--- config.mk ---
export PLATFORM = sky130hd
export DESIGN_NAME = q2e_cordic_cell
export DESIGN_NICKNAME = d
export VERILOG_FILES = /design/src/rtl/q2e_pkg.sv /design/src/rtl/q2e_cordic_cell.sv
export SDC_FILE = /design/constraint.sdc
export NUM_CORES = 1
export LEC_CHECK = 0
export CAP_MARGIN = 0
export CORE_MARGIN = 2
export CORE_UTILIZATION = 57
export CTS_BUF_LIST = sky130_fd_sc_hd__clkbuf_16
export CTS_CLUSTER_DIAMETER = 40
export DETAILED_ROUTE_END_ITERATION = 16
export DONT_BUFFER_PORTS = 1
export GPL_ROUTABILITY_DRIVEN = 0
export PLACE_DENSITY = 0.76
export SKIP_LAST_GASP = 1
export SYNTH_ARGS = -nofsm -noshare
export SYNTH_HDL_FRONTEND = slang
export SYNTH_SLANG_ARGS = --single-unit
--- constraint.sdc ---
create_clock -name clk -period 6.57 [get_ports clk]
set_input_delay 0.9855 -clock clk [delete_from_list [all_inputs] [get_ports clk]]
set_output_delay 0.9855 -clock clk [all_outputs]
set_load 0.01 [all_outputs]
--- src/rtl/q2e_pkg.sv ---
// ----------------------------------------------------------------------------
// q2e_pkg: shared types, constants and helpers for quaternion_to_euler
// Widths, CORDIC arctangent table, quarter turn and output rounding.
// ----------------------------------------------------------------------------
package q2e_pkg;

  localparam int CORDIC_STEPS = 16;
  localparam int NCELL = (CORDIC_STEPS > 24) ? 24 : CORDIC_STEPS;
  localparam int VW    = 38;   // CORDIC x/y width
  localparam int ZW    = 24;   // angle accumulator, Q20 radians
  localparam int SQW   = 58;   // square root datapath width
  localparam int NSQ   = 29;   // square root digits
  localparam int SW    = 5;    // cell index width

  localparam logic signed [ZW-1:0] HALF_PI_Q20 = 24'sd1647099;
  localparam logic signed [17:0]   PI_Q13      = 18'sd25736;
  localparam logic signed [17:0]   HALF_PI_Q13 = 18'sd12868;

  typedef struct packed {
    logic signed [VW-1:0] x;
    logic signed [VW-1:0] y;
    logic signed [ZW-1:0] z;
  } q2e_vec_t;

  typedef struct packed {
    logic [SQW-1:0] v;
    logic [SQW-1:0] r;
  } q2e_sq_t;

  typedef struct packed {
    logic signed [VW-1:0] rs;
    logic signed [VW-1:0] rc;
    logic signed [VW-1:0] ys;
    logic signed [VW-1:0] yc;
    logic signed [29:0]   sp;
    logic                 clmp;
    logic                 cneg;
  } q2e_lane_t;

  typedef struct packed {
    logic clmp;
    logic cneg;
  } q2e_flag_t;

  // atan(2^-i), Q20 radians
  function automatic logic signed [ZW-1:0] atan_q20(input logic [SW-1:0] i);
    logic signed [ZW-1:0] a;
    a = '0;
    case (i)
      5'd0:    a = 24'sd823550;
      5'd1:    a = 24'sd486170;
      5'd2:    a = 24'sd256879;
      5'd3:    a = 24'sd130396;
      5'd4:    a = 24'sd65451;
      5'd5:    a = 24'sd32757;
      5'd6:    a = 24'sd16383;
      5'd7:    a = 24'sd8192;
      5'd8:    a = 24'sd4096;
      5'd9:    a = 24'sd2048;
      5'd10:   a = 24'sd1024;
      5'd11:   a = 24'sd512;
      5'd12:   a = 24'sd256;
      5'd13:   a = 24'sd128;
      5'd14:   a = 24'sd64;
      5'd15:   a = 24'sd32;
      5'd16:   a = 24'sd16;
      5'd17:   a = 24'sd8;
      5'd18:   a = 24'sd4;
      5'd19:   a = 24'sd2;
      5'd20:   a = 24'sd1;
      default: a = '0;
    endcase
    return a;
  endfunction

  // bring a left-half-plane vector into the right half plane
  function automatic q2e_vec_t qturn(input logic signed [VW-1:0] y,
                                     input logic signed [VW-1:0] x);
    q2e_vec_t o;
    o.x = x;
    o.y = y;
    o.z = '0;
    if (x < 0) begin
      if (y >= 0) begin
        o.x = y;
        o.y = -x;
        o.z = HALF_PI_Q20;
      end else begin
        o.x = -y;
        o.y = x;
        o.z = -HALF_PI_Q20;
      end
    end
    return o;
  endfunction

  // Q20 -> Q13, round half up, saturate to +-lim
  function automatic logic signed [17:0] rnd_sat(input logic signed [ZW-1:0] z,
                                                 input logic signed [17:0] lim);
    logic signed [ZW:0] t;
    logic signed [17:0] r;
    t = (25'(z) + 25'sd64) >>> 7;
    r = t[17:0];
    if (r > lim) r = lim;
    if (r < -lim) r = -lim;
    return r;
  endfunction

endpackage

--- src/rtl/q2e_cordic_cell.sv ---
// ----------------------------------------------------------------------------
// q2e_cordic_cell: one vectoring CORDIC micro-rotation
// Drives y toward zero; holds the vector once y is exactly zero.
// ----------------------------------------------------------------------------
module q2e_cordic_cell (
  input  logic                   clk,
  input  logic [q2e_pkg::SW-1:0] step,
  input  q2e_pkg::q2e_vec_t      din,
  output q2e_pkg::q2e_vec_t      dout
);
  import q2e_pkg::*;

  logic signed [VW-1:0] xs;
  logic signed [VW-1:0] ys;
  q2e_vec_t             nxt;

  always_comb begin
    xs  = din.x >>> step;
    ys  = din.y >>> step;
    nxt = din;
    if (din.y < 0) begin
      nxt.x = din.x - ys;
      nxt.y = din.y + xs;
      nxt.z = din.z - atan_q20(step);
    end else if (din.y > 0) begin
      nxt.x = din.x + ys;
      nxt.y = din.y - xs;
      nxt.z = din.z + atan_q20(step);
    end
  end

  always_ff @(posedge clk) begin
    dout <= nxt;
  end

endmodule

==> reports/results.ini <==
[drt]
wl_um = 57700
wl_per_cell_um = 20.23
drtIter0Drc = 1935
drcViolationCount = 0
drtAntennaViolNets = 0
drtPass1Iterations = 9
routed-via-count = 18860
via_per_inst = 6.611

[placed_design]
placedCellCount = 2837
dpl.hpwl_um = 44550
io_buffer_count = 0
preCtsSetupSlack_ns = 0.8612

[worst_setup_path]
critPathLaunch = step[0]
start_kind = input pin
critPathMaxStageDelay_ns = 0.79
crit_arrival_ns = 5.74
cpMostUsedCell = nand2_1
setup.worst_path.class = in2reg
crit_path_top_delay_cell = a2111oi_0
end_kind = register
crit_fanout = 82
critPathRequiredTime_ns = 6.85
path_cells = inv_2 -> nor2_1 -> a21oi_1 -> nand2_1 -> nand2_1 -> mux2i_1 -> mux2_2 -> ha_1 -> o21ai_1 -> a21oi_1 -> o31a_1 -> a2111oi_0 -> o2111ai_1 -> nand2_1 -> o311ai_1 -> a311oi_1 -> xnor2_1 -> a22o_1

[cts]
cts_buffer_depth = 2
post_cts_resized = 0
clock-sinks = 100
cts-buffers-inserted = 9
post-cts-setup-buffers = 0
cts_max_level = 3
cts_tree = yes
cts.reportedPaths.clkPinSlew_ns = 0.07
hold_buffers = 0
cts-root-buf = clkbuf_16

[timing]
setup_violations = 0
hold_viol_final = 0
rsz0062_at_grt = false
slew_headroom = 0.4028
tightest_slew_ns = 0.8936
fin_crit_ns = 5.457
setup_slack_ns = 1.113
hold_slack_ns = 0.6841
tns_ns = 0
max_freq_mhz = 183.3
drv_slew = 0
period_share = 0.8305

[global_routing]
grt_max_degree = 112
antenna_found_initial = 1
track_usage = 0.3364
grt_pass1_wl_um = 91180
grt_overflow = 0
grt_pass1_vias = 17460

[hold_path]
hold_class = in2reg
min_from = din[21]

[power_and_ir_drop]
clock_power_share = 0.160
vdd_drop_max_uv = 171.3
p_per_area_nw_per_um2 = 200.2
fin_total_pwr_mw = 3.698
p_leak_nw = 8.200
combinationalPowerShare = 0.584
swShare = 0.4543
internal-power_mw = 2.018
p_seq_frac = 0.256
p_sw_mw = 1.680

[finish]
drive_gt1_frac = 0.06161
finalNonFillerCells = 2853
regMostFlops = dout
mostFrequentLayoutCells = nand2_1, a21oi_1, nor2_1
largestRegisters = dout (100)
layout_commonest_cell = nand2_1
nNetsFinal = 2763
diodes = 0
largest_reg_flops = 100
syn2layout_area_growth_pct = 1.513

[synth]
synth_fp_nets = 2910
ys.flop_type = dfxtp_1
yosysWarnings = 0
synth_cells = 2593
synth-edff-count = 0
syn_avg_cell_area_um2 = 7.018
synth_area_um2 = 18200
ys_ff_latch = 100
ys_seq_area_frac = 0.1100
yosysUniqueCellTypes = 84
synthArstFlopShare = 0

[floorplanning]
die_w_um = 182.7
io_pins = 206
dieArea_um2 = 33370
core-area_um2 = 31470
die_h_um = 182.7
num_rows = 65
start_util = 0.5782

[outcome]
outcome = finished, final reports clean

[job]
cap_viol_max_count = 0

synth_stat cells, types with 6 or more instances:
| cell | instances | area [µm²] |
|---|---|---|
| o22ai_1 | 31 | 193.9 |
| nand4_1 | 19 | 118.9 |
| o31a_1 | 9 | 78.83 |
| mux2_2 | 43 | 484.2 |
| o21a_1 | 50 | 375.4 |
| fa_1 | 6 | 120.1 |
| a211oi_1 | 36 | 270.3 |
| o31ai_1 | 17 | 127.6 |
| nand3_1 | 38 | 190.2 |
| or3_1 | 12 | 75.07 |
| o21bai_1 | 35 | 262.8 |
| o211ai_1 | 23 | 172.7 |
| nand2_1 | 290 | 1089 |
| xnor2_1 | 126 | 1104 |
| and2_1 | 11 | 68.82 |
| and3_1 | 14 | 87.58 |
| a221o_1 | 7 | 70.07 |
| nor3_1 | 50 | 250.2 |
| buf_1 | 25 | 93.84 |
| nor2_1 | 244 | 915.9 |
| mux2i_1 | 85 | 850.8 |
| nor4_1 | 20 | 125.1 |
| or2_2 | 13 | 81.33 |
| a31oi_1 | 22 | 137.6 |
| o21ai_1 | 11 | 55.05 |
| o21ai_0 | 160 | 800.8 |
| or4_1 | 6 | 45.04 |
| mux4_2 | 34 | 765.7 |
| nor2b_1 | 27 | 168.9 |
| a211o_1 | 14 | 122.6 |
| inv_1 | 194 | 728.2 |
| a21oi_1 | 276 | 1381 |
| a21o_1 | 42 | 315.3 |
| dfxtp_1 | 100 | 2002 |
| ha_1 | 205 | 2565 |
| xor2_1 | 23 | 201.4 |
| inv_2 | 6 | 22.52 |
| nand2b_1 | 21 | 131.4 |
| clkbuf_1 | 138 | 518.0 |
per-layer routing:
metal  vias up  GRT usage  share of wire
met2      1091     0.5445           0.45
li1       8871          -              -
met3       208    0.07583           0.10
met1      8690     0.4141           0.39
met5         -          0        0.00024
met4         2     0.1848          0.051
layout make-up:
type / instances / area (µm²)
Fill cell: 2951 / 13000
Clock inverter: 7 / 90.09
Multi-Input combinational cell: 2122 / 14800
Inverter: 203 / 762.0
Clock buffer: 9 / 225.2
Tap cell: 402 / 503.0
Timing Repair Buffer: 10 / 87.58
Sequential cell: 100 / 2002
power by group through the flow:
stage	registers, mW	clock network, mW	logic (mW)
floorplan	0.933	0	1.74
finish	0.947	0.593	2.16
global placement	0.964	0	2.06
CTS	0.951	0.612	2.11
detailed placement	0.963	0	2.09
global route	0.963	0.634	2.37
cell families after synthesis:
| logic type | after synthesis | synth area share |
|---|---|---|
| compound gates | 819 | 0.2873 |
| fa+ha+maj | 211 | 0.1476 |
| buf+inv | 371 | 0.07687 |
| mux | 162 | 0.1154 |
| xor+xnor | 149 | 0.07171 |
| simple gates | 781 | 0.1911 |
| flops | 100 | 0.1100 |
final timing paths:
check | to | cells past startpoint
worst max-delay path | dout[95] | 18
worst min-delay path | dout[21] | 1
stage by stage:
step	util	cell area [µm²]
CTS	0.5869	18470
floorplan	-	18200
detailed placement	0.5769	18160
global route	0.5869	18470
global placement	0.5769	18160
finish	0.5869	18470
worst max-delay path, delay by kind of cell:
kind            cells  cell delay [ns]
compound gates      9             2.82
simple gates        4             0.54
mux                 2             0.46
buf+inv             1             0.45
fa+ha+maj           1             0.34
xor+xnor            1             0.13
Note: power is estimated with default switching activity, not from simulation.
