**config.mk**
```make
export PLATFORM = sky130hd
export DESIGN_NAME = q2e_sqrt_cell
export DESIGN_NICKNAME = d
export VERILOG_FILES = /design/src/rtl/q2e_pkg.sv /design/src/rtl/q2e_sqrt_cell.sv
export SDC_FILE = /design/constraint.sdc
export NUM_CORES = 1
export LEC_CHECK = 0
export BUFFER_PORTS_ARGS = -buffer_cell sky130_fd_sc_hd__buf_2
export CAP_MARGIN = 40
export CORE_AREA = 3 3 155 157
export CTS_CLUSTER_SIZE = 20
export DETAILED_ROUTE_END_ITERATION = 10
export DIE_AREA = 0 0 158 160
export PLACE_DENSITY = 0.78
export SLEW_MARGIN = 25
export SYNTH_ARGS = -nofsm -noshare
export SYNTH_HDL_FRONTEND = slang
export SYNTH_SLANG_ARGS = --single-unit
```
**constraint.sdc**
```tcl
create_clock -name clk -period 7.55 [get_ports clk]
set_input_delay 1.1325 -clock clk [delete_from_list [all_inputs] [get_ports clk]]
set_output_delay 1.1325 -clock clk [all_outputs]
set_load 0.005 [all_outputs]
```
**src/rtl/q2e_pkg.sv**
```systemverilog
// ----------------------------------------------------------------------------
// q2e_pkg: shared types, constants and helpers for quaternion_to_euler
// Widths, CORDIC arctangent table, quarter turn and output rounding.
// ----------------------------------------------------------------------------
package q2e_pkg;

  localparam int CORDIC_STEPS = 16;
  localparam int NCELL = (CORDIC_STEPS > 24) ? 24 : CORDIC_STEPS;
  localparam int VW    = 38;   // CORDIC x/y width
  localparam int ZW    = 24;   // angle accumulator, Q20 radians
  localparam int SQW   = 58;   // square root datapath width
  localparam int NSQ   = 29;   // square root digits
  localparam int SW    = 5;    // cell index width

  localparam logic signed [ZW-1:0] HALF_PI_Q20 = 24'sd1647099;
  localparam logic signed [17:0]   PI_Q13      = 18'sd25736;
  localparam logic signed [17:0]   HALF_PI_Q13 = 18'sd12868;

  typedef struct packed {
    logic signed [VW-1:0] x;
    logic signed [VW-1:0] y;
    logic signed [ZW-1:0] z;
  } q2e_vec_t;

  typedef struct packed {
    logic [SQW-1:0] v;
    logic [SQW-1:0] r;
  } q2e_sq_t;

  typedef struct packed {
    logic signed [VW-1:0] rs;
    logic signed [VW-1:0] rc;
    logic signed [VW-1:0] ys;
    logic signed [VW-1:0] yc;
    logic signed [29:0]   sp;
    logic                 clmp;
    logic                 cneg;
  } q2e_lane_t;

  typedef struct packed {
    logic clmp;
    logic cneg;
  } q2e_flag_t;

  // atan(2^-i), Q20 radians
  function automatic logic signed [ZW-1:0] atan_q20(input logic [SW-1:0] i);
    logic signed [ZW-1:0] a;
    a = '0;
    case (i)
      5'd0:    a = 24'sd823550;
      5'd1:    a = 24'sd486170;
      5'd2:    a = 24'sd256879;
      5'd3:    a = 24'sd130396;
      5'd4:    a = 24'sd65451;
      5'd5:    a = 24'sd32757;
      5'd6:    a = 24'sd16383;
      5'd7:    a = 24'sd8192;
      5'd8:    a = 24'sd4096;
      5'd9:    a = 24'sd2048;
      5'd10:   a = 24'sd1024;
      5'd11:   a = 24'sd512;
      5'd12:   a = 24'sd256;
      5'd13:   a = 24'sd128;
      5'd14:   a = 24'sd64;
      5'd15:   a = 24'sd32;
      5'd16:   a = 24'sd16;
      5'd17:   a = 24'sd8;
      5'd18:   a = 24'sd4;
      5'd19:   a = 24'sd2;
      5'd20:   a = 24'sd1;
      default: a = '0;
    endcase
    return a;
  endfunction

  // bring a left-half-plane vector into the right half plane
  function automatic q2e_vec_t qturn(input logic signed [VW-1:0] y,
                                     input logic signed [VW-1:0] x);
    q2e_vec_t o;
    o.x = x;
    o.y = y;
    o.z = '0;
    if (x < 0) begin
      if (y >= 0) begin
        o.x = y;
        o.y = -x;
        o.z = HALF_PI_Q20;
      end else begin
        o.x = -y;
        o.y = x;
        o.z = -HALF_PI_Q20;
      end
    end
    return o;
  endfunction

  // Q20 -> Q13, round half up, saturate to +-lim
  function automatic logic signed [17:0] rnd_sat(input logic signed [ZW-1:0] z,
                                                 input logic signed [17:0] lim);
    logic signed [ZW:0] t;
    logic signed [17:0] r;
    t = (25'(z) + 25'sd64) >>> 7;
    r = t[17:0];
    if (r > lim) r = lim;
    if (r < -lim) r = -lim;
    return r;
  endfunction

endpackage

```
**src/rtl/q2e_sqrt_cell.sv**
```systemverilog
// ----------------------------------------------------------------------------
// q2e_sqrt_cell: one digit of a pipelined integer square root
// Resolves one result bit per cell and registers the remainder and root.
// ----------------------------------------------------------------------------
module q2e_sqrt_cell (
  input  logic                 clk,
  input  logic [q2e_pkg::SW-1:0] step,
  input  q2e_pkg::q2e_sq_t     din,
  output q2e_pkg::q2e_sq_t     dout
);
  import q2e_pkg::*;

  logic [SQW-1:0] bitv;
  logic [SQW-1:0] trial;
  q2e_sq_t        nxt;

  always_comb begin
    bitv  = SQW'(1) << (SQW'(56) - (SQW'(step) << 1));
    trial = din.r + bitv;
    if (din.v >= trial) begin
      nxt.v = din.v - trial;
      nxt.r = (din.r >> 1) + bitv;
    end else begin
      nxt.v = din.v;
      nxt.r = din.r >> 1;
    end
  end

  always_ff @(posedge clk) begin
    dout <= nxt;
  end

endmodule

```
==> results, run 1 <==
- The dominant synthesized flop cell is dfxtp_1.
- The area growth from synthesis to layout is 20.5%.
- The most frequent standard cell in the layout excluding fill and tap cells is buf_2.
- The total via count after detailed routing is 12800.
- The area used by multi-input combinational logic is 9060 µm².
- The count of non-filler cells in the finished layout is 2125.
- The maximum buffer depth of the clock tree is 2.
- The run finished with clean final reports.
- The count of endpoints failing hold in the final timing report was 0.
- The total of max-cap violations is 0.
- The largest registers in the layout are dout: 116 flops.
- The standard cell area after detailed placement is 13500 µm².
- TritonCTS created 17 clock buffers.
- The number of cell rows is 55.
- TritonCTS built the clock tree.
- STA classifies the critical path endpoint as a flip-flop.
- The initial antenna violation count is 6.
- The count of nets left with antenna violations after detail routing is 0.
- For this run, the slowest stage of the critical path takes 0.41 ns.
- The congestion estimate from routability-driven global placement came to 1.01.
- The post-synthesis net count is 1802.
- The largest net degree at the start of global routing is 55.
- The first routing iteration left 1187 violations.
- In this run the power density over the cells is 177 nW/µm².
- Setup repair after global routing left no endpoint under its margin.
- The share of the Yosys chip area taken by registers is 19.7%.
- The static power due to leakage is 6.23 nW.
- The global routing usage summed across all routing layers is 29.7%.
- Counting every instance in the synthesized netlist gives 1580.
- The tightest slew margin relative to the limit is 56.6%.
- Across all hold checks on the routed design, the worst slack comes to 0.919 ns.
- The number of remaining DRC errors is 0.
- For this design, the CTS-stage hold fixing added 0 buffers.
- The nature of the critical path startpoint is an input pin.
- The highest attainable clock frequency is 0.140 GHz.
- During I/O placement, the number of pins put on the boundary was 238.
- The cell seen most often among critical-path stages is ha_1.
- The net total in the final layout is 2045.
- For this run, the number of Yosys warnings is 0.
- The number of library cell types mapped by synthesis is 97.
- The count of buffers added on input and output ports is 237.
- The first global-routing pass estimated 61100 µm of wire.
- Subtracting the final worst setup slack from the clock period gives 7.16 ns.
- The detailed-router iteration count before antenna repair is 6.
- The register with the most flip-flops in the layout has 116 of them.
- In this run, synthesis produced a sequential element count of 116.
- The cell area after synthesis is 11800 µm².
- The post-route netlist has 21.5% of its cells at a drive strength greater than 1.
- The actual transition at the worst max-transition pin is 0.643 ns.
- The total wirelength of the detailed-routed design is 39600 µm.
- The number of global-route vias before repair came to 11700.
- The filler cells instantiated in the layout total 2056.
- The number of sinks handled by clock tree synthesis is 116.
- The worst path uses 94.8% of the clock period.
- The detailed placement HPWL is 31200 µm.
- The H-tree was split into 4 levels.
- The maximum fanout count along the critical path is 51.
- The top cell types in the final layout, fill and taps aside, are 237 x buf_2, 201 x nand2_1, 129 x nor2_1.
- The type of the tightest min-delay check is input pin to flip-flop.
- The final non-filler cell area is 14200 µm².
- The average footprint of a synthesized cell is 7.45 µm².
- The average wire per standard cell is 18.7 µm.
- After detailed routing, the number of vias per cell comes to 6.04.
- The cell count after placement is 2087.
- The async set or reset register ratio after synthesis is 0%.
- On the critical path, the stage with the largest delay is an instance of a2111o_1.
- The worst setup path is of the input pin to flip-flop kind.
- The die covers 25300 µm².
- From bottom edge to top edge, the die measures 160 µm.
- The cell sitting at the root of the clock tree is a clkbuf_16.
- The count of pins over their slew limit is 0.
- The global-route congestion overflow total is 0.
- The sequential cells in the finished layout cover a total of 2320 µm².
- The peak supply drop is 0.000115 V.
- STA puts the critical path data arrival time at 7.47 ns.
- The number of enable flip-flop cells after synthesis is 0.
- Setup violations remaining at the end of the flow were counted as 0.
- Clock-pin slew was measured on the worst setup and hold paths at 0.06 ns.
- The die is 158 µm wide.
- The register with the most flip-flops is dout.
- The required time at the endpoint of the critical path is 7.87 ns.
- The initial utilization of the core area, before any placement, comes to 52.0%.
- The total area inside the core boundary comes to 22600 µm².
[metrics by stage]
stage / setup WS (ns) / setup TNS [ns] / total power [W] / utilization, %
global placement: -0.0273 / -0.315 / 0.00161 / 59.5
CTS: 0.101 / 0 / 0.00249 / 62.2
finish: 0.395 / 0 / 0.00251 / 62.6
global route: 0.0230 / 0 / 0.00264 / 62.6
detailed placement: -0.309 / -12.94 / 0.00163 / 59.5
floorplan: 0.0512 / 0 / 0.00130 / -
[critical path, delay by kind of cell]
family,cells,cell delay (ns)
buf+inv,5,0.70
compound gates,12,2.70
simple gates,9,1.51
mux,1,0.36
xor+xnor,1,0.16
fa+ha+maj,3,0.89
[layout make-up]
type	instances	share of cell area (%)
Sequential cell	116	16.4
Clock inverter	12	1.10
Clock buffer	19	3.19
Antenna cell	5	0.0882
Tap cell	285	2.51
Multi-Input combinational cell	1351	63.9
Timing Repair Buffer	294	11.7
Inverter	43	1.14
[cells in the mapped netlist, types with 8 or more instances]
library cell	count	share of area (%)
a211oi_1	8	0.51
a21o_1	46	2.9
a21oi_1	118	5.0
a31o_2	16	1.2
a31oi_1	38	2.0
and2_1	18	0.96
and3_1	16	0.85
clkbuf_1	56	1.8
dfxtp_1	116	20
ha_1	99	11
inv_1	43	1.4
mux2_2	8	0.77
nand2_1	201	6.4
nand2b_1	23	1.2
nand3_1	29	1.2
nand4_1	32	1.7
nor2_1	130	4.1
nor2b_1	15	0.80
nor3_1	27	1.1
o21ai_0	126	5.4
o21ai_1	15	0.64
o21bai_1	32	2.0
o31ai_1	12	0.77
xnor2_1	105	7.8
xor2_1	75	5.6
[report_power, final]
part	total (W)	leakage (nW)	internal (W)	switching, W
combinational	0.000919	4.96	0.000383	0.000536
clock	0.000861	0.287	0.000535	0.000326
sequential	0.000734	0.978	0.000710	0.0000238
[what timing repair did]
| item | CTS | global route |
|---|---|---|
| endpoints found under the setup margin | 0 | 116 |
| buffers inserted | 0 | 1 |
| endpoints found under the hold margin | 0 | 0 |
| resized for setup | 0 | 8 |
[final timing paths]
path / cells past startpoint / slack, ns / to / from
worst min-delay path: 3 / 0.92 / dout[58] / din[58]
worst max-delay path: 31 / 0.39 / dout[28] / step[0]
[cells by family after synthesis]
| kind of cell | share of synthesized area [%] |
|---|---|
| multiplexers | 1.40 |
| buffers and inverters | 3.79 |
| adder cells (fa/ha/maj) | 11.2 |
| flip-flops | 19.7 |
| AO/OA/AOI/OAI | 28.7 |
| AND/OR/NAND/NOR | 21.8 |
| XOR/XNOR | 13.4 |
[layer usage]
layer / track usage (%) / vias to the layer above / part of all wire, %
met5: 0 / - / 0.023
met4: 8.29 / 2 / 2.8
met3: 5.12 / 100 / 10
met2: 44.3 / 711 / 43
met1: 44.0 / 5810 / 45
li1: - / 6220 / -
Power figures use the tool's default switching activity.
==> inputs of run 2 (changes only) <==
--- a/config.mk
+++ b/config.mk
@@ -7,11 +7,11 @@
 export LEC_CHECK = 0
 export BUFFER_PORTS_ARGS = -buffer_cell sky130_fd_sc_hd__buf_2
 export CAP_MARGIN = 40
-export CORE_AREA = 3 3 155 157
+export CORE_AREA = 3 3 174 176
 export CTS_CLUSTER_SIZE = 20
 export DETAILED_ROUTE_END_ITERATION = 10
-export DIE_AREA = 0 0 158 160
-export PLACE_DENSITY = 0.78
+export DIE_AREA = 0 0 177 179
+export RECOVER_POWER = 25
 export SLEW_MARGIN = 25
 export SYNTH_ARGS = -nofsm -noshare
 export SYNTH_HDL_FRONTEND = slang
==> run 2 against run 1 <==
  * Utilization fell by 13 points
  * Global-route usage shrank 4.5 points
  * Critical path depth increased by 1
  * Sequential power hardly changed
  * Hold slack better by 0.0047 ns
  * Clock-buffer cell count is 2 higher
  * Largest cell class unchanged
  * Highest routed layer unchanged
==> results, run 2 (synthesis gave the netlist of run 1 again) <==
- The clock-pin slew reported for the worst setup and hold paths after clock tree synthesis came to 0.06 ns (about the same).
- The average wire per standard cell is 18.5 µm (-0.74%).
- The total power is 0.00249 W (-1.1%).
- The global routing usage summed across all routing layers came to 25.2% (-4.5 points).
- The total of max-cap violations is 0 (unchanged).
- The initial antenna violation count is 6 (unchanged).
- The detailed placement HPWL is 33500 µm (+7.3%).
- The total wirelength of the detailed-routed design is 41500 µm (+4.7%).
- The count of endpoints failing hold in the final timing report is 0 (unchanged).
- The number of cell rows was 62 (+13%).
- TritonCTS built the clock tree.
- The detailed-router iteration count before antenna repair is 5 (-1).
- The data arrival at the endpoint of the critical path is 7.54 ns (+0.07 ns).
- The highest attainable clock frequency is 0.138 GHz (-1.1%).
- The cell count of the worst hold path came to 3 (unchanged).
- Leaving out fill and tap cells, the most frequent cell in the layout is buf_2.
- The maximum single-stage delay on the critical path is 0.46 ns (+0.05 ns).
- The setup path with the least slack is of type input pin to flip-flop.
- The tightest min-delay check is of the input pin to flip-flop type.
- Leaving out fill and tap cells, the most frequent cells in the layout are 214 x buf_2, 201 x nand2_1, 129 x nor2_1.
- The fraction of final layout cells sized beyond drive strength 1 was 21.1% (-0.41 points).
- The count of fill cells added during filler insertion is 2937 (+43%).
- The sequential cell area is 2320 µm² (unchanged).
- The number of global-route vias before repair is 11700 (unchanged).
- The flow ran to the end, and the final reports show no timing, DRC or antenna violations.
- The standard cell area after detailed placement was 13800 µm² (+2.0%).
- The number of sinks handled by clock tree synthesis is 116 (unchanged).
- The maximum buffer depth of the clock tree is 2 (unchanged).
- The depth of the CTS H-tree is 4 (unchanged).
- The number of flip-flops under the largest register name is 116 (unchanged).
- The count of pins over their slew limit came to 0 (unchanged).
- The violation count after the first detailed-route iteration is 1105 (-6.9%).
- The number of hold buffers added after CTS is 0 (unchanged).
- The core occupancy in the finished layout was 50.0% (-13 points).
- The final critical delay including setup and external delays is 7.23 ns (+0.0782 ns).
- The total power per unit cell area is 173 nW/µm² (-2.6%).
- Among all stages on the critical path, the largest delay is contributed by a2111oi_1.
- The number of remaining DRC errors is 0 (unchanged).
- The actual transition at the worst max-transition pin is 0.718 ns (+0.0749 ns).
- The number of port buffers is 237 (unchanged).
- CTS placed an instance of clkbuf_16 at the clock tree root.
- The peak supply drop is 0.000147 V (+28%).
- The average vias per placed instance is 5.61 (-7.2%).
- The height of the chip is 179 µm (+12%).
- The global-route congestion overflow total is 0 (unchanged).
- The TritonCTS buffer count came to 17 (unchanged).
- More flip-flops sit in one register than any other, and that register is dout.
- The static power due to leakage is 6.26 nW (+0.53%).
- The global-route wire length before repair is 63300 µm (+3.6%).
- The number of cells on the critical path is 32 (+3.2%).
- The starting density of the core is 40.9% (-11 points).
- The final-report setup violation count is 0 (unchanged).
- The area used by multi-input combinational logic is 9070 µm² (+0.15%).
- The largest net degree at the start of global routing was 55 (unchanged).
- In the final layout, the registers with the most flip-flops are dout: 116 flops.
- The net total in the final layout is 2063 (+0.88%).
- The die footprint is 31700 µm² (+25%).
- The count of nets left with antenna violations after detail routing is 0 (unchanged).
- The largest delay contributor family on the critical path is compound AO/OA/AOI/OAI gates.
- The required time at the endpoint of the critical path was 7.85 ns (-0.02 ns).
- The maximum fanout count along the critical path is 39 (-24%).
- The overall die width was 177 µm (+12%).
- The total via count after detailed routing is 12600 (-2.1%).
- The placeable core region is 28800 µm² (+27%).
- The tightest slew margin relative to the limit is 52.1% (-4.5 points).
- The final sum of negative setup slack was 0 ns (unchanged).
- The routability congestion estimate came to 0.942 (-6.5%).
- The count of buffering cells on the critical path with inverters included was 6 (+1).
- The endpoint class of the critical path is a flip-flop.
- The number of top-level design ports was 238 (unchanged).
- In this design, the critical path's most frequently occurring cell is ha_1.
- The final non-filler cell area came to 14400 µm² (+1.5%).
- The synthesis-to-finish area growth is 22.3%.
- STA classifies the critical path startpoint as an input pin.
- The final clock period utilization by the worst path is 95.8% (+1.0 points).
-- run 2: cell type report --
class | count | share of cell area, %
timing repair buffer | 312 | 12.3
tap | 384 | 3.34
clock inverter | 9 | 0.730
antenna | 5 | 0.0869
inverter | 43 | 1.12
clock buffer | 21 | 3.27
sequential | 116 | 16.1
multi-input combinational | 1351 | 63.0
-- run 2: timing repair --
action	in CTS	in global routing
endpoints found under the setup margin	0	116
buffers inserted	0	1
gates resized for setup	0	10
-- run 2: per-layer routing --
layer  GRT usage [%]  vias to the layer above  part of all wire [%]
met4            7.63                        2                   1.7
met5               0                        -                 0.031
met3            4.45                       50                   7.2
met2            37.5                      519                    43
li1                -                     6240                     -
met1            37.0                     5756                    48
-- run 2: final timing paths --
path	from	end	slack (ns)
worst min-delay path	din[70]	dout[70]	0.92
worst max-delay path	step[0]	dout[12]	0.32
-- run 2: worst min-delay path: cells and delay by family --
family	cells	cell delay (ns)
AOI/OAI and AO/OA	1	0.05
buffers and inverters	1	0.09
and+or+nand+nor	1	0.04
-- run 2: stage by stage --
stage / hold slack [ns] / setup slack, ns / std cells
finish: 0.923 / 0.316 / 2241
global route: 0.927 / -0.0174 / 2241
CTS: 0.914 / 0.155 / 2234
detailed placement: 1.36 / -0.240 / 2204
global placement: 1.36 / -0.0876 / 2204
floorplan: 1.23 / 0.0512 / 1580
-- run 2: power breakdown --
part	internal, W	total, W	switching (W)	leakage [nW]
Sequential	0.000710	0.000735	0.0000249	0.978
Combinational	0.000390	0.000928	0.000538	5.00
Clock	0.000507	0.000824	0.000317	0.285
Total	0.00161	0.00249	0.000880	6.26
